**src/design/plcm_pkg.sv**
```systemverilog
// plcm_pkg: widths, payload structs and helpers for the piecewise linear colour map
// used by every module of the design folder, depends on nothing
package plcm_pkg;

   localparam int STOP_W    = 40;
   localparam int POS_W     = 16;
   localparam int CHAN_W    = 8;
   localparam int NUM_CHAN  = 3;
   localparam int RGB_W     = NUM_CHAN * CHAN_W;
   localparam int IDX_W     = 3;
   localparam int TS_W      = 24;
   localparam int NUM_W     = 25;
   localparam int DEN_W     = 24;
   localparam int DIFF_W    = 9;
   localparam int PROD_W    = 35;
   localparam int DIV_W     = 36;
   localparam int QUO_W     = 9;
   localparam int CLAMP_W   = 11;

   localparam logic [STOP_W-1:0] STOP_RESET_FIRST = 40'h00_0000_0000;
   localparam logic [STOP_W-1:0] STOP_RESET_WHITE = 40'h80_00FF_FFFF;
   localparam logic [CHAN_W-1:0] CHAN_MAX         = 8'hFF;

   typedef logic [STOP_W-1:0] stop_type;

   // index 2 red, 1 green, 0 blue
   typedef logic [NUM_CHAN-1:0][CHAN_W-1:0] rgb_type;

   typedef struct packed {
      logic [POS_W-1:0] pos_a;
      logic [POS_W-1:0] pos_b;
      rgb_type          col_a;
      rgb_type          col_b;
      logic [TS_W-1:0]  ts;
   } pair_type;

   typedef struct packed {
      logic [NUM_CHAN-1:0][DIV_W-1:0] rem;
      logic [NUM_CHAN-1:0][QUO_W-1:0] quo;
      logic [NUM_CHAN-1:0]            neg;
      logic [NUM_CHAN-1:0]            sat;
      rgb_type                        base;
      logic [DEN_W:0]                 dsr;
   } work_type;

   function automatic logic [POS_W-1:0] stop_pos(input stop_type s);
      return s[STOP_W-1 -: POS_W];
   endfunction

   function automatic rgb_type stop_rgb(input stop_type s);
      return s[RGB_W-1:0];
   endfunction

   // pos * 255
   function automatic logic [TS_W-1:0] pos_scaled(input logic [POS_W-1:0] pos);
      return {pos, 8'd0} - TS_W'(pos);
   endfunction

endpackage

```
**src/design/plcm_div_stage.sv**
```systemverilog
// plcm_div_stage: one restoring division stage, resolves one quotient bit for all channels
// depends on plcm_pkg
module plcm_div_stage #(
   parameter int BIT = 0
) (
   input  logic                clock,
   input  logic                reset,
   input  logic                in_valid,
   output logic                in_ready,
   input  plcm_pkg::work_type  in_work,
   output logic                out_valid,
   input  logic                out_ready,
   output plcm_pkg::work_type  out_work
);
   import plcm_pkg::*;

   logic              valid_ff;
   work_type          work_ff;
   work_type          work_in;
   logic [DIV_W-1:0]  shifted;

   assign in_ready = !valid_ff || out_ready;

   always_comb begin
      work_in = in_work;
      shifted = DIV_W'(in_work.dsr) << BIT;
      for (int ch = 0; ch < NUM_CHAN; ch++) begin
         if (in_work.rem[ch] >= shifted) begin
            work_in.rem[ch]      = in_work.rem[ch] - shifted;
            work_in.quo[ch][BIT] = 1'b1;
         end
      end
   end

   always_ff @(posedge clock) begin
      if (reset) begin
         valid_ff <= 1'b0;
      end else if (in_ready) begin
         valid_ff <= in_valid;
      end
   end

   always_ff @(posedge clock) begin
      if (in_ready) begin
         work_ff <= work_in;
      end
   end

   assign out_valid = valid_ff;
   assign out_work  = work_ff;

endmodule
```
**config.mk**
```make
export PLATFORM = sky130hd
export DESIGN_NAME = plcm_div_stage
export DESIGN_NICKNAME = d
export VERILOG_FILES = /design/src/design/plcm_pkg.sv /design/src/design/plcm_div_stage.sv
export SDC_FILE = /design/constraint.sdc
export NUM_CORES = 1
export LEC_CHECK = 0
export ABC_AREA = 1
export BUFFER_PORTS_ARGS = -buffer_cell sky130_fd_sc_hd__buf_4
export CORE_MARGIN = 4
export CORE_UTILIZATION = 40
export CTS_CLUSTER_DIAMETER = 30
export DETAILED_ROUTE_END_ITERATION = 8
export PLACE_DENSITY = 0.68
export RECOVER_POWER = 50
export SLEW_MARGIN = 20
export SYNTH_ARGS = -nofsm -noshare
export SYNTH_HDL_FRONTEND = slang
export SYNTH_SLANG_ARGS = --single-unit
```
**constraint.sdc**
```tcl
create_clock -name clock -period 9.8 [get_ports clock]
set_input_delay 0.49 -clock clock [delete_from_list [all_inputs] [get_ports clock]]
set_output_delay 0.49 -clock clock [all_outputs]
set_load 0.05 [all_outputs]
```
==> impl_metrics.csv <==
group,metric,value,unit
setup_path,critPathKind,"flip-flop to flip-flop",
setup_path,slowest_stage,"nand2_1",
sta,rsz0062_at_grt,"false",
finish,fillers,3762,
sta,fin_setup_tns,0,ps
pwr,worst_ir_drop_vdd,0.140,mV
routing,wl_per_cell,18.9,um
clocking,cts-root-buf,"clkbuf_16",
setup_path,cp_common_cell,"buf_4",
yosys,ys_types,36,
global_routing,grt_max_degree,79,
run,cap_viol_max_count,1,
clocking,cts_resized,0,
clocking,clk-insertion-delay-late,470,ps
finish,drive_gt1_share,14.8,%
die,ios,386,
sta,finalMaxSlewViolations,42,
yosys,yosys.area.top_type,"edfxtp_1",
setup_path,r2r_cells,3,
yosys,yosysWarnings,0,
yosys,synth_area_per_cell,7.25,um2
die,dieArea,39000,um2
setup_path,path_cells,"nand2_1 > buf_4 > buf_4",
finish,regArea,5730,um2
die,dieWidth,198,um
clocking,h-tree-depth,4,
min_path,hold_path_end,"out_valid",
sta,slew-limit-headroom,-10.1,%
setup_path,reg2reg_to,"out_work[113]",
finish,fin_nets,2644,
routing,drt-initial-drc-count,1152,
setup_path,cp_data_required_time,9880,ps
sta,fin_crit,3490,ps
setup_path,worstPathMaxFanout,78,
clocking,postCtsSetupBuffers,0,
sta,clock_skew,17.8,ps
yosys,ys_seq_area_share,39.8,%
clocking,path_clk_slew,70,ps
min_path,hp-start,"reset",
setup_path,rrSetupSlack,6310,ps
clocking,numCtsBuffers,17,
place,dpl_cell_area,17700,um2
die,die_height,198,um
min_path,min_path_cells,2,
global_routing,grt_pass1_vias,13513,
die,core_area,35500,um2
yosys,synth_ff_type,"edfxtp_1",
finish,syn2layout_area_growth,22.5,%
finish,final_area,17600,um2
clocking,cts_tree,"done",
pwr,p_per_area,159,nW/um2
place,port_buffers,385,
sta,fmax,287,MHz
yosys,synth-seq-cells,191,
finish,multi_input_area,7130,um2
setup_path,crit_arrival,3570,ps
sta,setup_violations,0,
sta,finalCritPeriodShare,35.6,%
routing,drc_errors,0,
die,start_util,40.5,%
sta,hold_ws,179,ps
place,gp_congestion,1.00,
yosys,postSynthCellCount,1981,
place,dp_hpwl,45500,um
routing,antenna_left,0,
yosys,synth_edf_count,190,
finish,layout_commonest_cell,"nand2_1",
pwr,p_leak,8.57,nW
setup_path,reg2reg_from,"out_valid",
clocking,cts.sinks,191,
run_status,outcome,"finished with violations",
yosys,syn_nets,2253,
die,rows,69,
min_path,hp-class,"input pin to flip-flop",
finish,final_cell_mix,"744 x nand2_1, 338 x inv_1, 190 x nor2_1, 190 x edfxtp_1, 179 x clkbuf_1",
sta,hold_viol_final,0,
clocking,cts_buffer_depth,2,
setup_path,cp_top_family,"buffers and inverters",
routing,vias,14111,
routing,drt-vias-per-instance,4.95,
setup_path,start_kind,"flip-flop",
global_routing,antenna_found_initial,2,
yosys,synthArstFlopShare,0,%
clocking,ctsHoldBuffers,0,
yosys,synth.cell_area,14400,um2
setup_path,max_stage_delay,1170,ps
global_routing,grt_use_total,26.7,%
run_status,failed_checks,"max-capacitance violations, max-slew violations",
yosys,netlist.area_leader.share,39.7,%
setup_path,critical_path_buf_inv_count,2,
yosys,synth_area_leaders,"edfxtp_1 40%, nand2_1 19%, inv_1 8.8%",
setup_path,crit_path_end_kind,"flip-flop",
global_routing,grt_pass1_wl,79400,um
sta,worst_pin_slew,1650,ps
routing,firstDrtPassIters,6,
routing,wirelength,53900,um
global_routing,grt_overflow,0,
## layer usage
metal  global-route usage, %  vias to the layer above  share of wire, %
met3                    3.99                       51               6.3
met5                       0                        -                 0
met2                    45.8                      484                48
met4                    6.68                        0               1.8
met1                    35.7                     6538                44
li1                        -                     7038                 -
## metrics by stage
step                setup slack [ps]  total power [mW]  std cells  util [%]
floorplan                       4080              1.81       1981         -
global placement                6720              2.19       2814      49.9
detailed placement              6700              2.20       2814      49.9
CTS                             7090              2.89       2846      51.5
global route                    6050              2.93       2848      49.6
finish                          6310              2.80       2848      49.6
## cell usage after synthesis, drive strengths merged (8+ instances only)
| cell | instances |
|---|---|
| nand2 | 751 |
| inv | 356 |
| nor2 | 202 |
| edfxtp | 190 |
| nand3 | 106 |
| o21ai | 78 |
| ha | 75 |
| a21oi | 74 |
| xnor2 | 41 |
| nand4 | 29 |
| nor3 | 17 |
| buf | 16 |
| xor2 | 12 |
| nand3b | 8 |
## layout make-up
type / instances / share of cell area, %
repair buffers: 388 / 12.7
clock inverters: 14 / 0.817
multi-input cells: 1416 / 40.5
diodes: 2 / 0.0284
well taps: 461 / 3.28
inverters: 358 / 7.67
clock buffers: 18 / 2.44
flip-flops and latches: 191 / 32.5
## how the worst max path moves through the flow
stage | slack [ps] | startpoint | to | cells past startpoint
2_1_floorplan | 4080 | out_valid | out_work[0] | 1
3_3_place_gp | 6720 | in_work[0] | out_work[119] | 13
3_5_place_dp | 6700 | in_work[0] | out_work[130] | 13
4_1_cts | 7090 | out_valid | out_work[97] | 3
5_1_grt | 6050 | out_valid | out_work[95] | 3
6_report | 6310 | out_valid | out_work[113] | 3
## report_power, final
group	internal [mW]	switching [mW]
clock network	0.338	0.356
registers	1.02	0.0382
logic	0.271	0.774
total	1.63	1.17
## registers in the layout, summed over array words and instances (netlist names)
signal and flops:
out_work 190, out_valid 1
## kinds of logic after synthesis
logic type                 after synthesis  share of synthesized area (%)
DFF                                    191                           39.8
xor gates and xnor gates                53                           3.23
and+or+nand+nor                       1125                           32.1
adders and majority gates               78                           6.95
AOI/OAI and AO/OA                      160                           7.38
buffers and inverters                  374                           10.5
Power figures use the tool's default switching activity.
