**config.mk**
```make
export PLATFORM = sky130hd
export DESIGN_NAME = plcm_setup
export DESIGN_NICKNAME = d
export VERILOG_FILES = /design/src/design/plcm_pkg.sv /design/src/design/plcm_setup.sv
export SDC_FILE = /design/constraint.sdc
export NUM_CORES = 2
export LEC_CHECK = 0
export ABC_AREA = 1
export CAP_MARGIN = 20
export CORE_MARGIN = 3
export CORE_UTILIZATION = 55
export CTS_CLUSTER_DIAMETER = 200
export DETAILED_ROUTE_END_ITERATION = 6
export DONT_BUFFER_PORTS = 1
export PLACE_DENSITY = 0.66
export SYNTH_ARGS = -nofsm -noshare
export SYNTH_HDL_FRONTEND = slang
export SYNTH_SLANG_ARGS = --single-unit
```
**constraint.sdc**
```tcl
create_clock -name clock -period 10.74 [get_ports clock]
set_clock_uncertainty 0.1 [all_clocks]
set_input_delay 1.074 -clock clock [delete_from_list [all_inputs] [get_ports clock]]
set_output_delay 1.074 -clock clock [all_outputs]
set_load 0.05 [all_outputs]
```
**src/design/plcm_pkg.sv**
```systemverilog
// plcm_pkg: widths, payload structs and helpers for the piecewise linear colour map
// used by every module of the design folder, depends on nothing
package plcm_pkg;

   localparam int STOP_W    = 40;
   localparam int POS_W     = 16;
   localparam int CHAN_W    = 8;
   localparam int NUM_CHAN  = 3;
   localparam int RGB_W     = NUM_CHAN * CHAN_W;
   localparam int IDX_W     = 3;
   localparam int TS_W      = 24;
   localparam int NUM_W     = 25;
   localparam int DEN_W     = 24;
   localparam int DIFF_W    = 9;
   localparam int PROD_W    = 35;
   localparam int DIV_W     = 36;
   localparam int QUO_W     = 9;
   localparam int CLAMP_W   = 11;

   localparam logic [STOP_W-1:0] STOP_RESET_FIRST = 40'h00_0000_0000;
   localparam logic [STOP_W-1:0] STOP_RESET_WHITE = 40'h80_00FF_FFFF;
   localparam logic [CHAN_W-1:0] CHAN_MAX         = 8'hFF;

   typedef logic [STOP_W-1:0] stop_type;

   // index 2 red, 1 green, 0 blue
   typedef logic [NUM_CHAN-1:0][CHAN_W-1:0] rgb_type;

   typedef struct packed {
      logic [POS_W-1:0] pos_a;
      logic [POS_W-1:0] pos_b;
      rgb_type          col_a;
      rgb_type          col_b;
      logic [TS_W-1:0]  ts;
   } pair_type;

   typedef struct packed {
      logic [NUM_CHAN-1:0][DIV_W-1:0] rem;
      logic [NUM_CHAN-1:0][QUO_W-1:0] quo;
      logic [NUM_CHAN-1:0]            neg;
      logic [NUM_CHAN-1:0]            sat;
      rgb_type                        base;
      logic [DEN_W:0]                 dsr;
   } work_type;

   function automatic logic [POS_W-1:0] stop_pos(input stop_type s);
      return s[STOP_W-1 -: POS_W];
   endfunction

   function automatic rgb_type stop_rgb(input stop_type s);
      return s[RGB_W-1:0];
   endfunction

   // pos * 255
   function automatic logic [TS_W-1:0] pos_scaled(input logic [POS_W-1:0] pos);
      return {pos, 8'd0} - TS_W'(pos);
   endfunction

endpackage

```
**src/design/plcm_setup.sv**
```systemverilog
// plcm_setup: three pipeline stages forming numerator, denominator and dividend per channel
// depends on plcm_pkg
module plcm_setup (
   input  logic                clock,
   input  logic                reset,
   input  logic                in_valid,
   output logic                in_ready,
   input  plcm_pkg::pair_type  in_pair,
   output logic                out_valid,
   input  logic                out_ready,
   output plcm_pkg::work_type  out_work
);
   import plcm_pkg::*;

   logic                      ordered;
   logic                      c_valid_ff;
   logic signed [NUM_W-1:0]   c_num_ff;
   logic signed [NUM_W-1:0]   c_num_in;
   logic [DEN_W-1:0]          c_den_ff;
   logic [DEN_W-1:0]          c_den_in;
   logic signed [DIFF_W-1:0]  c_diff_ff [NUM_CHAN];
   logic signed [DIFF_W-1:0]  c_diff_in [NUM_CHAN];
   rgb_type                   c_base_ff;
   logic                      c_ready;

   logic                      d_valid_ff;
   logic signed [PROD_W-1:0]  d_sum_ff [NUM_CHAN];
   logic signed [PROD_W-1:0]  d_sum_in [NUM_CHAN];
   logic [DEN_W-1:0]          d_den_ff;
   rgb_type                   d_base_ff;
   logic                      d_ready;

   logic                      e_valid_ff;
   work_type                  e_work_ff;
   work_type                  e_work_in;
   logic                      e_ready;

   assign c_ready  = !c_valid_ff || d_ready;
   assign d_ready  = !d_valid_ff || e_ready;
   assign e_ready  = !e_valid_ff || out_ready;
   assign in_ready = c_ready;

   always_comb begin
      ordered  = in_pair.pos_b > in_pair.pos_a;
      c_num_in = ordered ? ($signed({1'b0, in_pair.ts}) -
                            $signed({1'b0, pos_scaled(in_pair.pos_a)}))
                         : '0;
      c_den_in = ordered ? pos_scaled(in_pair.pos_b - in_pair.pos_a) : DEN_W'(1);
      for (int ch = 0; ch < NUM_CHAN; ch++) begin
         c_diff_in[ch] = $signed({1'b0, in_pair.col_b[ch]}) -
                         $signed({1'b0, in_pair.col_a[ch]});
      end
   end

   // 2*(b-a)*num + den
   always_comb begin
      for (int ch = 0; ch < NUM_CHAN; ch++) begin
         d_sum_in[ch] = ((PROD_W'(c_diff_ff[ch]) * PROD_W'(c_num_ff)) <<< 1) +
                        $signed(PROD_W'(c_den_ff));
      end
   end

   // floor of a negative quotient taken as minus ceiling of the magnitude
   always_comb begin
      e_work_in.dsr  = {d_den_ff, 1'b0};
      e_work_in.base = d_base_ff;
      e_work_in.quo  = '0;
      for (int ch = 0; ch < NUM_CHAN; ch++) begin
         e_work_in.neg[ch] = d_sum_ff[ch][PROD_W-1];
         e_work_in.rem[ch] = e_work_in.neg[ch]
                           ? (DIV_W'(e_work_in.dsr) + DIV_W'($unsigned(~d_sum_ff[ch])))
                           : DIV_W'($unsigned(d_sum_ff[ch]));
         e_work_in.sat[ch] = e_work_in.rem[ch] >= (DIV_W'(e_work_in.dsr) << QUO_W);
      end
   end

   always_ff @(posedge clock) begin
      if (reset) begin
         c_valid_ff <= 1'b0;
         d_valid_ff <= 1'b0;
         e_valid_ff <= 1'b0;
      end else begin
         if (c_ready) begin
            c_valid_ff <= in_valid;
         end
         if (d_ready) begin
            d_valid_ff <= c_valid_ff;
         end
         if (e_ready) begin
            e_valid_ff <= d_valid_ff;
         end
      end
   end

   always_ff @(posedge clock) begin
      if (c_ready) begin
         c_num_ff  <= c_num_in;
         c_den_ff  <= c_den_in;
         c_diff_ff <= c_diff_in;
         c_base_ff <= in_pair.col_a;
      end
      if (d_ready) begin
         d_sum_ff  <= d_sum_in;
         d_den_ff  <= c_den_ff;
         d_base_ff <= c_base_ff;
      end
      if (e_ready) begin
         e_work_ff <= e_work_in;
      end
   end

   assign out_valid = e_valid_ff;
   assign out_work  = e_work_ff;

endmodule

```
==> flow_summary.ini <==
[run_status]
status = finished, final reports clean

[global_routing]
grt_overflow = 0
gr-usage-met2 = 0.4968
grt_max_degree = 78
grt_pass1_wl_um = 243700
grt.busiest_layer = met2
grt_antenna_before_repair = 0
grtUsageMet3 = 0.04106
grt_pass1_vias = 43720
grtUsageMet1 = 0.4207
grt_usage = 0.3056

[floorplanning]
start_util = 0.5558
io_pins = 300
rows = 114
dieArea_sq_um = 101700
core_area_sq_um = 96850
fp.dieW_um = 318.8
die_h_um = 318.8

[synth]
synth-edff-count = 412
synthCells = 6807
ys.flop_type = edfxtp_1
async_flop_share = 0
syn_area_sq_um = 53830
yosys_warnings = 0
synth-seq-area-share = 0.2310
synth-seq-cells = 415
synth_cell_types = 61
syn_area_per_cell_sq_um = 7.908

[setup_path]
critPathCaptureType = register
worstSetupPathType = register to register
cp.arrival_ns = 7.57
ff2ff_setup_slack_ns = 3.44
path_max_fanout = 25
worstSetupStartpointType = register
cp-startpoint = c_diff_ff[9]$_DFFE_PP_
crit_required_ns = 11.01
max_stage_delay_ns = 1.03
rr_startpoint = c_diff_ff[9]$_DFFE_PP_
slowest_stage = edfxtp_1
critPathMostFrequentCell = nand2_1

[clocking]
worstSkewPairLatency_ns = 0.63
ctsHoldBuffers = 0
clockRootBuffer = clkbuf_16
postCtsSetupBuffers = 0
htreeDepth = 2
clk_pin_slew_ns = 0.06
numCtsBuffers = 48
cts_tree = built
cts.sinks = 415
clockBufferDepth = 3
ctsResizeCount = 0

[sta]
period_minus_slack_ns = 7.300
final_max_slew_viol_count = 0
rsz0062_at_grt = false
fin_crit_sh = 0.6797
setup_tns_ns = 0
relSlewSlack = 0.2276
tightest_slew_ns = 1.159
fmaxAchievable_mhz = 137.0
finalSetupViolCount = 0
finalHoldViolCount = 0

[detailed_routing]
vias = 44070
vias_per_cell = 5.466
routed_wl_um = 154400
first_pass_iters = 6
drt_iter0_markers = 3425
drc_errors = 0
post_drt_wl_per_cell_um = 19.15
ant_nets = 0

[cells_and_area]
seq_area_sq_um = 12430
final_nets = 7923
final_cells = 8062
syn_to_final_growth_pct = 5.365
final_layout_size_suffix_gt1_frac = 0.03758
fillers = 8890
diodes = 0
multi_input_area_sq_um = 35500

[placed_design]
dp_cells = 7972
dp_hpwl_um = 127700
port_buffers = 0
routabilityCongestion = 0.9498

[job]
maxCapViolCount = 0

[min_path]
min_from = d_base_ff[5]$_DFFE_PP_
worstHoldPathType = register to register
==> stage by stage <==
stage          utilization  setup slack, ns  cell area, sq um  hold WS, ns
2_1_floorplan            -            2.237             53940       0.3003
5_1_grt             0.5856            2.857             56710       0.3249
4_1_cts             0.5854            3.516             56700       0.3162
3_3_place_gp        0.5692            3.602             55130       0.3002
3_5_place_dp        0.5692            3.529             55130       0.3045
6_report            0.5856            3.440             56710       0.3140
==> metal layers <==
metal  share of wire  wire [um]
met2            0.45      69970
met1            0.44      67650
met3           0.067      10410
met5               0          0
met4           0.041       6336
==> cells in the final DEF (no fill, tap or decap), types with 13 or more instances in the layout <==
cell	Yosys	layout
or2_2	17	17
xnor2_1	93	93
ha_1	511	511
nand2_1	1739	1737
o21ai_0	220	220
clkbuf_16	0	48
nand2_2	28	28
a21oi_1	380	380
xor2_1	172	172
nand4_1	83	83
fa_1	557	557
nor2_2	20	20
nor3_1	59	59
a21o_1	23	23
o21bai_1	28	28
a31oi_1	13	13
nand3b_1	17	17
buf_4	30	63
nor2_1	462	462
nand3_1	258	258
edfxtp_1	412	412
inv_1	1353	1352
nor4_1	20	20
conb_1	1	31
==> synth_stat cells, types with 8 or more instances <==
cell         n  area share
a21boi_0    10      0.0014
a21o_1      23      0.0032
a21oi_1    380       0.035
a31oi_1     13      0.0015
buf_4       30      0.0042
clkbuf_1   164       0.011
edfxtp_1   412        0.23
fa_1       557        0.21
ha_1       511        0.12
inv_1     1353       0.094
nand2_1   1739        0.12
nand2_2     28      0.0033
nand3_1    258       0.024
nand3_2      9      0.0017
nand3b_1    17      0.0024
nand4_1     83      0.0096
nor2_1     462       0.032
nor2_2      20      0.0023
nor3_1      59      0.0055
nor4_1      20      0.0023
o211ai_1     8      0.0011
o21a_1      10      0.0014
o21ai_0    220       0.020
o21ai_1     10     0.00093
o21bai_1    28      0.0039
or2_2       17      0.0020
xnor2_1     93       0.015
xor2_1     172       0.028
==> cell type report <==
| cell class | instances | share of cell area |
|---|---|---|
| Sequential cell | 415 | 0.2192 |
| Tap cell | 1276 | 0.02815 |
| Clock buffer | 55 | 0.02164 |
| Inverter | 1364 | 0.09039 |
| Clock inverter | 34 | 0.006045 |
| Timing Repair Buffer | 64 | 0.008604 |
| Multi-Input combinational cell | 4854 | 0.6260 |
==> final timing paths <==
check / depth (start not counted) / to
max reg2reg: 28 / d_sum_ff[68]$_DFFE_PP_
min: 0 / out_work[30]$_DFFE_PP_
max: 28 / d_sum_ff[68]$_DFFE_PP_
min reg2reg: 0 / out_work[30]$_DFFE_PP_
==> logic make-up after synthesis <==
kind of cell | synth area share
XOR/XNOR | 0.04312
buffers and inverters | 0.1119
other | 0.00006967
AND/OR/NAND/NOR | 0.2125
flip-flops | 0.2310
adder cells (fa/ha/maj) | 0.3259
AO/OA/AOI/OAI | 0.07552
==> worst max-delay path: cells and delay by family, from the launching register on <==
kind | cells | cell delay, ns
buffers and inverters | 5 | 0.34
AND/OR/NAND/NOR | 14 | 2.17
flip-flops | 1 | 1.03
XOR/XNOR | 1 | 0.33
adder cells (fa/ha/maj) | 8 | 3.04
==> flip-flops by register name (all words and copies together), names as in the netlist <==
signal      flops
c_base_ff      24
c_den_ff       24
c_diff_ff      27
c_num_ff       25
c_valid_ff      1
d_base_ff      24
d_den_ff       23
d_sum_ff      103
d_valid_ff      1
out_valid       1
out_work      162
Power is left out: the tool's default activity adds up to more than one toggle a clock period on the data nets, which glitch-free logic cannot reach.
