[config.mk]
export PLATFORM = sky130hd
export DESIGN_NAME = plcm_select
export DESIGN_NICKNAME = d
export VERILOG_FILES = /design/src/design/plcm_pkg.sv /design/src/design/plcm_select.sv
export SDC_FILE = /design/constraint.sdc
export NUM_CORES = 1
export LEC_CHECK = 0
export BUFFER_PORTS_ARGS = -buffer_cell sky130_fd_sc_hd__buf_2
export CELL_PAD_IN_SITES_DETAIL_PLACEMENT = 1
export CELL_PAD_IN_SITES_GLOBAL_PLACEMENT = 2
export CORE_AREA = 2 2 216 218
export DETAILED_ROUTE_END_ITERATION = 16
export DIE_AREA = 0 0 218 220
export PLACE_DENSITY = 0.89
export REMOVE_ABC_BUFFERS = 1
export SYNTH_ARGS = -nofsm -noshare
export SYNTH_HDL_FRONTEND = slang
export SYNTH_SLANG_ARGS = --single-unit
[constraint.sdc]
create_clock -name clock -period 5 [get_ports clock]
set_clock_uncertainty 0.05 [all_clocks]
set_input_delay 0.75 -clock clock [delete_from_list [all_inputs] [get_ports clock]]
set_output_delay 0.75 -clock clock [all_outputs]
set_load 0.01 [all_outputs]
[src/design/plcm_pkg.sv]
// plcm_pkg: widths, payload structs and helpers for the piecewise linear colour map
// used by every module of the design folder, depends on nothing
package plcm_pkg;

   localparam int STOP_W    = 40;
   localparam int POS_W     = 16;
   localparam int CHAN_W    = 8;
   localparam int NUM_CHAN  = 3;
   localparam int RGB_W     = NUM_CHAN * CHAN_W;
   localparam int IDX_W     = 3;
   localparam int TS_W      = 24;
   localparam int NUM_W     = 25;
   localparam int DEN_W     = 24;
   localparam int DIFF_W    = 9;
   localparam int PROD_W    = 35;
   localparam int DIV_W     = 36;
   localparam int QUO_W     = 9;
   localparam int CLAMP_W   = 11;

   localparam logic [STOP_W-1:0] STOP_RESET_FIRST = 40'h00_0000_0000;
   localparam logic [STOP_W-1:0] STOP_RESET_WHITE = 40'h80_00FF_FFFF;
   localparam logic [CHAN_W-1:0] CHAN_MAX         = 8'hFF;

   typedef logic [STOP_W-1:0] stop_type;

   // index 2 red, 1 green, 0 blue
   typedef logic [NUM_CHAN-1:0][CHAN_W-1:0] rgb_type;

   typedef struct packed {
      logic [POS_W-1:0] pos_a;
      logic [POS_W-1:0] pos_b;
      rgb_type          col_a;
      rgb_type          col_b;
      logic [TS_W-1:0]  ts;
   } pair_type;

   typedef struct packed {
      logic [NUM_CHAN-1:0][DIV_W-1:0] rem;
      logic [NUM_CHAN-1:0][QUO_W-1:0] quo;
      logic [NUM_CHAN-1:0]            neg;
      logic [NUM_CHAN-1:0]            sat;
      rgb_type                        base;
      logic [DEN_W:0]                 dsr;
   } work_type;

   function automatic logic [POS_W-1:0] stop_pos(input stop_type s);
      return s[STOP_W-1 -: POS_W];
   endfunction

   function automatic rgb_type stop_rgb(input stop_type s);
      return s[RGB_W-1:0];
   endfunction

   // pos * 255
   function automatic logic [TS_W-1:0] pos_scaled(input logic [POS_W-1:0] pos);
      return {pos, 8'd0} - TS_W'(pos);
   endfunction

endpackage

[src/design/plcm_select.sv]
// plcm_select: two pipeline stages that find the bracketing stop pair for an intensity
// depends on plcm_pkg
module plcm_select #(
   parameter int NUM_STOPS     = 8,
   parameter int POS_FRAC_BITS = 15
) (
   input  logic                                   clock,
   input  logic                                   reset,
   input  plcm_pkg::stop_type [NUM_STOPS-1:0]     stops,
   input  logic                                   in_valid,
   output logic                                   in_ready,
   input  logic [plcm_pkg::CHAN_W-1:0]            in_intensity,
   output logic                                   out_valid,
   input  logic                                   out_ready,
   output plcm_pkg::pair_type                     out_pair
);
   import plcm_pkg::*;

   logic                   a_valid_ff;
   logic [NUM_STOPS-2:0]   a_hit_ff;
   logic [NUM_STOPS-2:0]   a_hit_in;
   logic [TS_W-1:0]        a_ts_ff;
   logic [TS_W-1:0]        a_ts_in;
   logic                   a_ready;
   logic                   b_valid_ff;
   pair_type               b_pair_ff;
   pair_type               b_pair_in;
   logic                   b_ready;

   assign a_ready  = !a_valid_ff || b_ready;
   assign b_ready  = !b_valid_ff || out_ready;
   assign in_ready = a_ready;

   // bracket flags per adjacent pair
   always_comb begin
      a_ts_in = TS_W'(in_intensity) << POS_FRAC_BITS;
      for (int k = 0; k < NUM_STOPS - 1; k++) begin
         a_hit_in[k] = (a_ts_in >= pos_scaled(stop_pos(stops[k]))) &&
                       (a_ts_in <= pos_scaled(stop_pos(stops[k+1])));
      end
   end

   // first bracketing pair wins, else first and last stop
   always_comb begin
      b_pair_in.pos_a = stop_pos(stops[0]);
      b_pair_in.col_a = stop_rgb(stops[0]);
      b_pair_in.pos_b = stop_pos(stops[NUM_STOPS-1]);
      b_pair_in.col_b = stop_rgb(stops[NUM_STOPS-1]);
      for (int k = NUM_STOPS - 2; k >= 0; k--) begin
         if (a_hit_ff[k]) begin
            b_pair_in.pos_a = stop_pos(stops[k]);
            b_pair_in.col_a = stop_rgb(stops[k]);
            b_pair_in.pos_b = stop_pos(stops[k+1]);
            b_pair_in.col_b = stop_rgb(stops[k+1]);
         end
      end
      b_pair_in.ts = a_ts_ff;
   end

   always_ff @(posedge clock) begin
      if (reset) begin
         a_valid_ff <= 1'b0;
         b_valid_ff <= 1'b0;
      end else begin
         if (a_ready) begin
            a_valid_ff <= in_valid;
         end
         if (b_ready) begin
            b_valid_ff <= a_valid_ff;
         end
      end
   end

   always_ff @(posedge clock) begin
      if (a_ready) begin
         a_hit_ff <= a_hit_in;
         a_ts_ff  <= a_ts_in;
      end
      if (b_ready) begin
         b_pair_ff <= b_pair_in;
      end
   end

   assign out_valid = b_valid_ff;
   assign out_pair  = b_pair_ff;

endmodule

==> flow_metrics.env, run 1 <==
export IMPL_die_x_um=218
export IMPL_final_max_slew_viol_count=0
export IMPL_async_reset_ff_frac=0
export IMPL_die_y_um=220
export IMPL_multiInputGateArea_um2=9790
export IMPL_setup_viol=0
export IMPL_cts_made_buffers=9
export IMPL_drt_wl_total_um=65600
export IMPL_vias=14500
export IMPL_worstMarginPinSlew_ns=1.23
export IMPL_sw_frac_of_total=0.422
export IMPL_antenna_found_initial=22
export IMPL_post_cts_buffers=0
export IMPL_ant_nets=0
export IMPL_wl_per_cell_um=24.6
export IMPL_intPower_mw=2.44
export IMPL_synthFlopType="edfxtp_1"
export IMPL_gp_congestion=0.987
export IMPL_path_cells="buf_2 -> inv_1 -> ha_1 -> a21oi_1 -> o41ai_4 -> a31oi_2 -> o211ai_2 -> nor4_1 -> a21oi_1 -> ha_1 -> nand2_1 -> nor3_1 -> nand4_1 -> nor4b_2 -> nand2_1 -> a311oi_1"
export IMPL_insertion_delay_ns=0.38
export IMPL_cts_sink_count=105
export IMPL_tns_ns=0
export IMPL_post_drt_via_cell_ratio=5.44
export IMPL_initial_core_util=0.297
export IMPL_cpMaxStageDelayCell="nor4_1"
export IMPL_rsz0062_at_grt="false"
export IMPL_cts_hold_buf=0
export IMPL_grt_max_degree=105
export IMPL_drcViolationCount=0
export IMPL_dr_pass1_iters=5
export IMPL_path_clk_slew_ns=0.08
export IMPL_hold_path_class="register to register"
export IMPL_ys_warn_count=0
export IMPL_synth_seq_cells=105
export IMPL_h_tree_depth=3
export IMPL_cts_root_buf="clkbuf_16"
export IMPL_p_switching_mw=1.78
export IMPL_critPathKind="input port to register"
export IMPL_crit_fanout=5
export IMPL_critical_path_required_ns=5.15
export IMPL_min_period_ns=4.45
export IMPL_dpl_hpwl_um=52800
export IMPL_seq_area_um2=3130
export IMPL_p_leak_nw=7.07
export IMPL_cts_tree="built"
export IMPL_p_seq_frac=0.313
export IMPL_num_rows=79
export IMPL_hold_viol_final=0
export IMPL_period_share=0.890
export IMPL_post_synth_instance_area_um2=13600
export IMPL_yosysSeqAreaShare=0.230
export IMPL_overflow=0
export IMPL_grt_pass1_vias=14800
export IMPL_fin_util=0.363
export IMPL_nets=2500
export IMPL_core_um2=45900
export IMPL_area_growth_pct=22.3
export IMPL_portBuffers=421
export IMPL_synthCells=1674
export IMPL_drt_iter0_markers=941
export IMPL_clock_path_buffers=2
export IMPL_worstPathArrival_ns=4.60
export IMPL_synth_distinct_cells=72
export IMPL_cpPeakStageDelay_ns=0.67
export IMPL_combPwrFrac=0.491
export IMPL_peakVddDrop_mv=0.158
export IMPL_drv_cap=0
export IMPL_clockPowerShare=0.196
export IMPL_dieArea_um2=48000
export IMPL_fmax_mhz=225
export IMPL_synth_edf_count=103
export IMPL_ctsResizeCount=0
export IMPL_avgSynthCellArea_um2=8.12
export IMPL_startpoint_type="input port"
export IMPL_final_layout_size_suffix_gt1_frac=0.254
export IMPL_grt_first_pass_wirelength_um=93400
export IMPL_fillers=5722
export IMPL_io_pins=438
export IMPL_grt_use_total=0.264
export IMPL_status="finished clean"
export IMPL_slew_headroom=0.182
export IMPL_power_density_nw_per_um2=254
export IMPL_end_kind="register"
==> kinds of logic after synthesis <==
logic type | share of synthesized area
multiplexers | 0.205
adder cells (fa/ha/maj) | 0.118
XOR/XNOR | 0.0406
flip-flops | 0.230
AO/OA/AOI/OAI | 0.185
other | 0.000276
AND/OR/NAND/NOR | 0.167
buffers and inverters | 0.0539
==> cell usage in the layout, fill, tap and decap left out, types with 32 or more instances in the layout <==
cell type and n:
edfxtp_1 103, mux2i_1 234, nor3_1 32, nand2_1 288, o21ai_0 273, nor2_1 56, ha_1 128, buf_2 421
a21oi_1 62, mux2_2 40, inv_1 75, xnor2_1 52
==> stage by stage <==
step	cell area (um2)	setup WS [ns]	power, mW	hold slack, ns	cells
after global placement	16300	0.331	3.34	0.357	2636
after floorplan	13200	0.880	2.51	0.350	1587
final	16600	0.552	4.22	0.375	2669
after CTS	16600	0.596	4.24	0.377	2652
after global routing	16600	0.240	4.47	0.388	2667
after detailed placement	16300	0.191	3.40	0.357	2636
==> sequential cells by signal, summed over array words and instances (netlist names) <==
| signal | count |
|---|---|
| a_hit_ff | 7 |
| a_ts_ff | 8 |
| a_valid_ff | 1 |
| out_pair | 88 |
| out_valid | 1 |
==> area by class of cell <==
class | count | share of cell area
inverter | 76 | 0.0173
multi-input combinational | 1406 | 0.589
clock buffer | 9 | 0.0135
tap | 607 | 0.0457
timing repair buffer | 442 | 0.138
sequential | 105 | 0.188
antenna | 17 | 0.00256
clock inverter | 7 | 0.00557
==> cells in the mapped netlist (14+ instances only) <==
| library cell | count | area [um2] |
|---|---|---|
| clkbuf_1 | 68 | 255 |
| nor3_1 | 32 | 160 |
| xnor2_1 | 52 | 455 |
| ha_1 | 128 | 1600 |
| buf_4 | 16 | 120 |
| nand2_1 | 288 | 1080 |
| buf_1 | 14 | 52.6 |
| o21ai_0 | 273 | 1370 |
| a21o_1 | 23 | 173 |
| edfxtp_1 | 103 | 3090 |
| a21oi_1 | 62 | 310 |
| nor2_1 | 56 | 210 |
| mux2_2 | 40 | 450 |
| nand3_1 | 20 | 100 |
| inv_1 | 76 | 285 |
| mux2i_1 | 234 | 2340 |
==> power by group through the flow <==
stage / Combinational, mW / Clock, mW / Sequential, mW
final: 2.08 / 0.829 / 1.32
after floorplan: 0.983 / 0 / 1.53
after global routing: 2.27 / 0.871 / 1.33
after global placement: 2.01 / 0 / 1.33
after CTS: 2.07 / 0.854 / 1.32
after detailed placement: 2.07 / 0 / 1.34
==> per-layer routing <==
layer  GRT usage  part of all wire  vias to the layer above
li1            -                 -                     6812
met5     0.00104           0.00075                        -
met4       0.132             0.038                        8
met2       0.458              0.49                      520
met1       0.307              0.40                     7084
met3      0.0560             0.069                      102
==> critical path: cells and delay by family <==
| family | cells | cell delay [ns] |
|---|---|---|
| AO/OA/AOI/OAI | 6 | 1.29 |
| AND/OR/NAND/NOR | 6 | 1.68 |
| adder cells (fa/ha/maj) | 2 | 0.61 |
| buffers and inverters | 2 | 0.25 |
==> worst paths after layout <==
check	startpoint	to	slack, ns	cells after the start
min reg2reg	a_ts_ff[21]$_DFFE_PP_	out_pair[21]$_DFFE_PP_	0.37	0
min	a_ts_ff[21]$_DFFE_PP_	out_pair[21]$_DFFE_PP_	0.37	0
max	stops[73]	a_hit_ff[0]$_DFFE_PP_	0.55	16
max reg2reg	a_hit_ff[5]$_DFFE_PP_	out_pair[88]$_DFFE_PP_	1.83	8
(Power assumes the default switching activity.)
==> run 2, diff against run 1 <==
- RECOVER_POWER: not set -> 25
==> run 2 against run 1 <==
Die area unchanged. Sequential cell count unchanged. Critical path depth up 1. Sequential power about the same. Cell area down 0.36%. Utilization down 0.13 points. Cell count unchanged. Critical path type unchanged.
==> flow_metrics.env, run 2 (synthesized netlist as in run 1, its figures left out) <==
export IMPL_worstPathArrival_ns=4.59
export IMPL_cts_root_buf="clkbuf_16"
export IMPL_core_um2=45900
export IMPL_final_common_cell="buf_2"
export IMPL_final_max_slew_viol_count=0
export IMPL_nets=2500
export IMPL_path_clk_slew_ns=0.08
export IMPL_status="finished clean"
export IMPL_fin_util=0.361
export IMPL_clock_path_buffers=2
export IMPL_h_tree_depth=3
export IMPL_vias=14500
export IMPL_overflow=0
export IMPL_reg2reg_to="out_pair[88]$_DFFE_PP_"
export IMPL_dieArea_um2=48000
export IMPL_hold_path_depth=0
export IMPL_rrSetupSlack_ns=1.82
export IMPL_peakVddDrop_mv=0.158
export IMPL_cts_sink_count=105
export IMPL_slew_headroom=0.0710
export IMPL_portBuffers=421
export IMPL_initial_core_util=0.297
export IMPL_rr_worst_depth=8
export IMPL_drcViolationCount=0
export IMPL_critical_path_required_ns=5.15
export IMPL_die_x_um=218
export IMPL_min_period_ns=4.44
export IMPL_rsz0062_at_grt="false"
export IMPL_hold_viol_final=0
export IMPL_wl_per_cell_um=24.6
export IMPL_cpMaxStageDelayCell="or4b_1"
export IMPL_ant_nets=0
export IMPL_critPathCapture="a_hit_ff[0]$_DFFE_PP_"
export IMPL_grt_pass1_vias=14800
export IMPL_die_y_um=220
export IMPL_largest_register_ffs=88
export IMPL_fillers=5734
export IMPL_gp_congestion=0.987
export IMPL_drv_cap=0
export IMPL_seq_area_um2=3130
export IMPL_setup_viol=0
export IMPL_p_leak_nw=6.94
export IMPL_post_drt_via_cell_ratio=5.43
export IMPL_final_area_um2=16600
export IMPL_final_cell_mix="376 x buf_2, 288 x nand2_1, 273 x o21ai_0"
export IMPL_grt_use_total=0.264
export IMPL_placed_cells=2636
export IMPL_cts_made_buffers=9
export IMPL_critPathLaunch="stops[72]"
export IMPL_antenna_found_initial=22
export IMPL_hold_path_class="register to register"
export IMPL_instances_no_fill=2669
export IMPL_crit_family="simple AND/OR/NAND/NOR gates"
export IMPL_cts_hold_buf=0
export IMPL_end_kind="register"
export IMPL_cp_depth=17
export IMPL_insertion_delay_ns=0.38
export IMPL_drt_wl_total_um=65600
export IMPL_period_share=0.887
export IMPL_drt_iter0_markers=939
export IMPL_worstMarginPinSlew_ns=1.39
export IMPL_crit_fanout=5
export IMPL_final_layout_size_suffix_gt1_frac=0.231
export IMPL_cpPeakStageDelay_ns=0.52
export IMPL_dr_pass1_iters=5
export IMPL_grt_max_degree=105
export IMPL_tns_ns=0
export IMPL_dpl_hpwl_um=52800
export IMPL_power_density_nw_per_um2=254
export IMPL_place_area_um2=16300
export IMPL_reg2reg_from="a_hit_ff[5]$_DFFE_PP_"
export IMPL_post_cts_buffers=0
export IMPL_area_growth_pct=21.9
export IMPL_io_pins=438
export IMPL_ctsResizeCount=0
export IMPL_cp_num_buf_inv=2
export IMPL_fmax_mhz=225
export IMPL_hp_start="a_ts_ff[21]$_DFFE_PP_"
export IMPL_path_cells="buf_2 -> inv_1 -> ha_1 -> or4b_1 -> o41ai_4 -> a31oi_2 -> o211ai_2 -> nor4_1 -> a21oi_1 -> a21oi_1 -> ha_1 -> nand2_1 -> nor3_1 -> nand4_1 -> nor4b_2 -> nand2_1 -> a311oi_1"
export IMPL_multiInputGateArea_um2=9790
export IMPL_critPathKind="input port to register"
export IMPL_grt_first_pass_wirelength_um=93400
export IMPL_startpoint_type="input port"
export IMPL_cts_tree="built"
export IMPL_num_rows=79
==> run 2: cell count changes in the layout (fill, tap and decap cells not counted) <==
cell and change:
clkbuf_1 +46, buf_4 -1, buf_2 -45
==> run 2: final cells by class <==
cell class	count	area share
Tap cell	607	0.0458
Multi-Input combinational cell	1406	0.591
Clock buffer	9	0.0136
Sequential cell	105	0.189
Timing Repair Buffer	442	0.135
Clock inverter	7	0.00559
Antenna cell	17	0.00257
Inverter	76	0.0174
==> run 2: routing by layer <==
metal	up-vias	track usage	share of wire	routed length, um
li1	6817	-	-	-
met1	7018	0.307	0.40	26500
met2	542	0.458	0.49	32000
met3	99	0.0560	0.068	4490
met4	8	0.132	0.038	2490
met5	-	0.00104	0.00075	49
==> run 2: power by group <==
part / internal, mW / switching (mW)
Clock: 0.406 / 0.422
Combinational: 0.806 / 1.25
Sequential: 1.21 / 0.112
==> run 2: metrics by stage <==
stage	hold slack [ns]	power, mW	setup WS, ns
floorplan	0.350	2.51	0.880
global placement	0.357	3.34	0.331
global route	0.388	4.46	0.236
finish	0.375	4.21	0.564
CTS	0.377	4.24	0.596
detailed placement	0.357	3.40	0.191
==> run 2: worst min path at each step <==
stage | end | slack [ns]
after detailed placement | out_pair[16]$_DFFE_PP_ | 0.36
final | out_pair[21]$_DFFE_PP_ | 0.37
after global placement | out_pair[19]$_DFFE_PP_ | 0.36
after global routing | out_pair[15]$_DFFE_PP_ | 0.39
after CTS | out_pair[16]$_DFFE_PP_ | 0.38
after floorplan | out_pair[15]$_DFFE_PP_ | 0.35
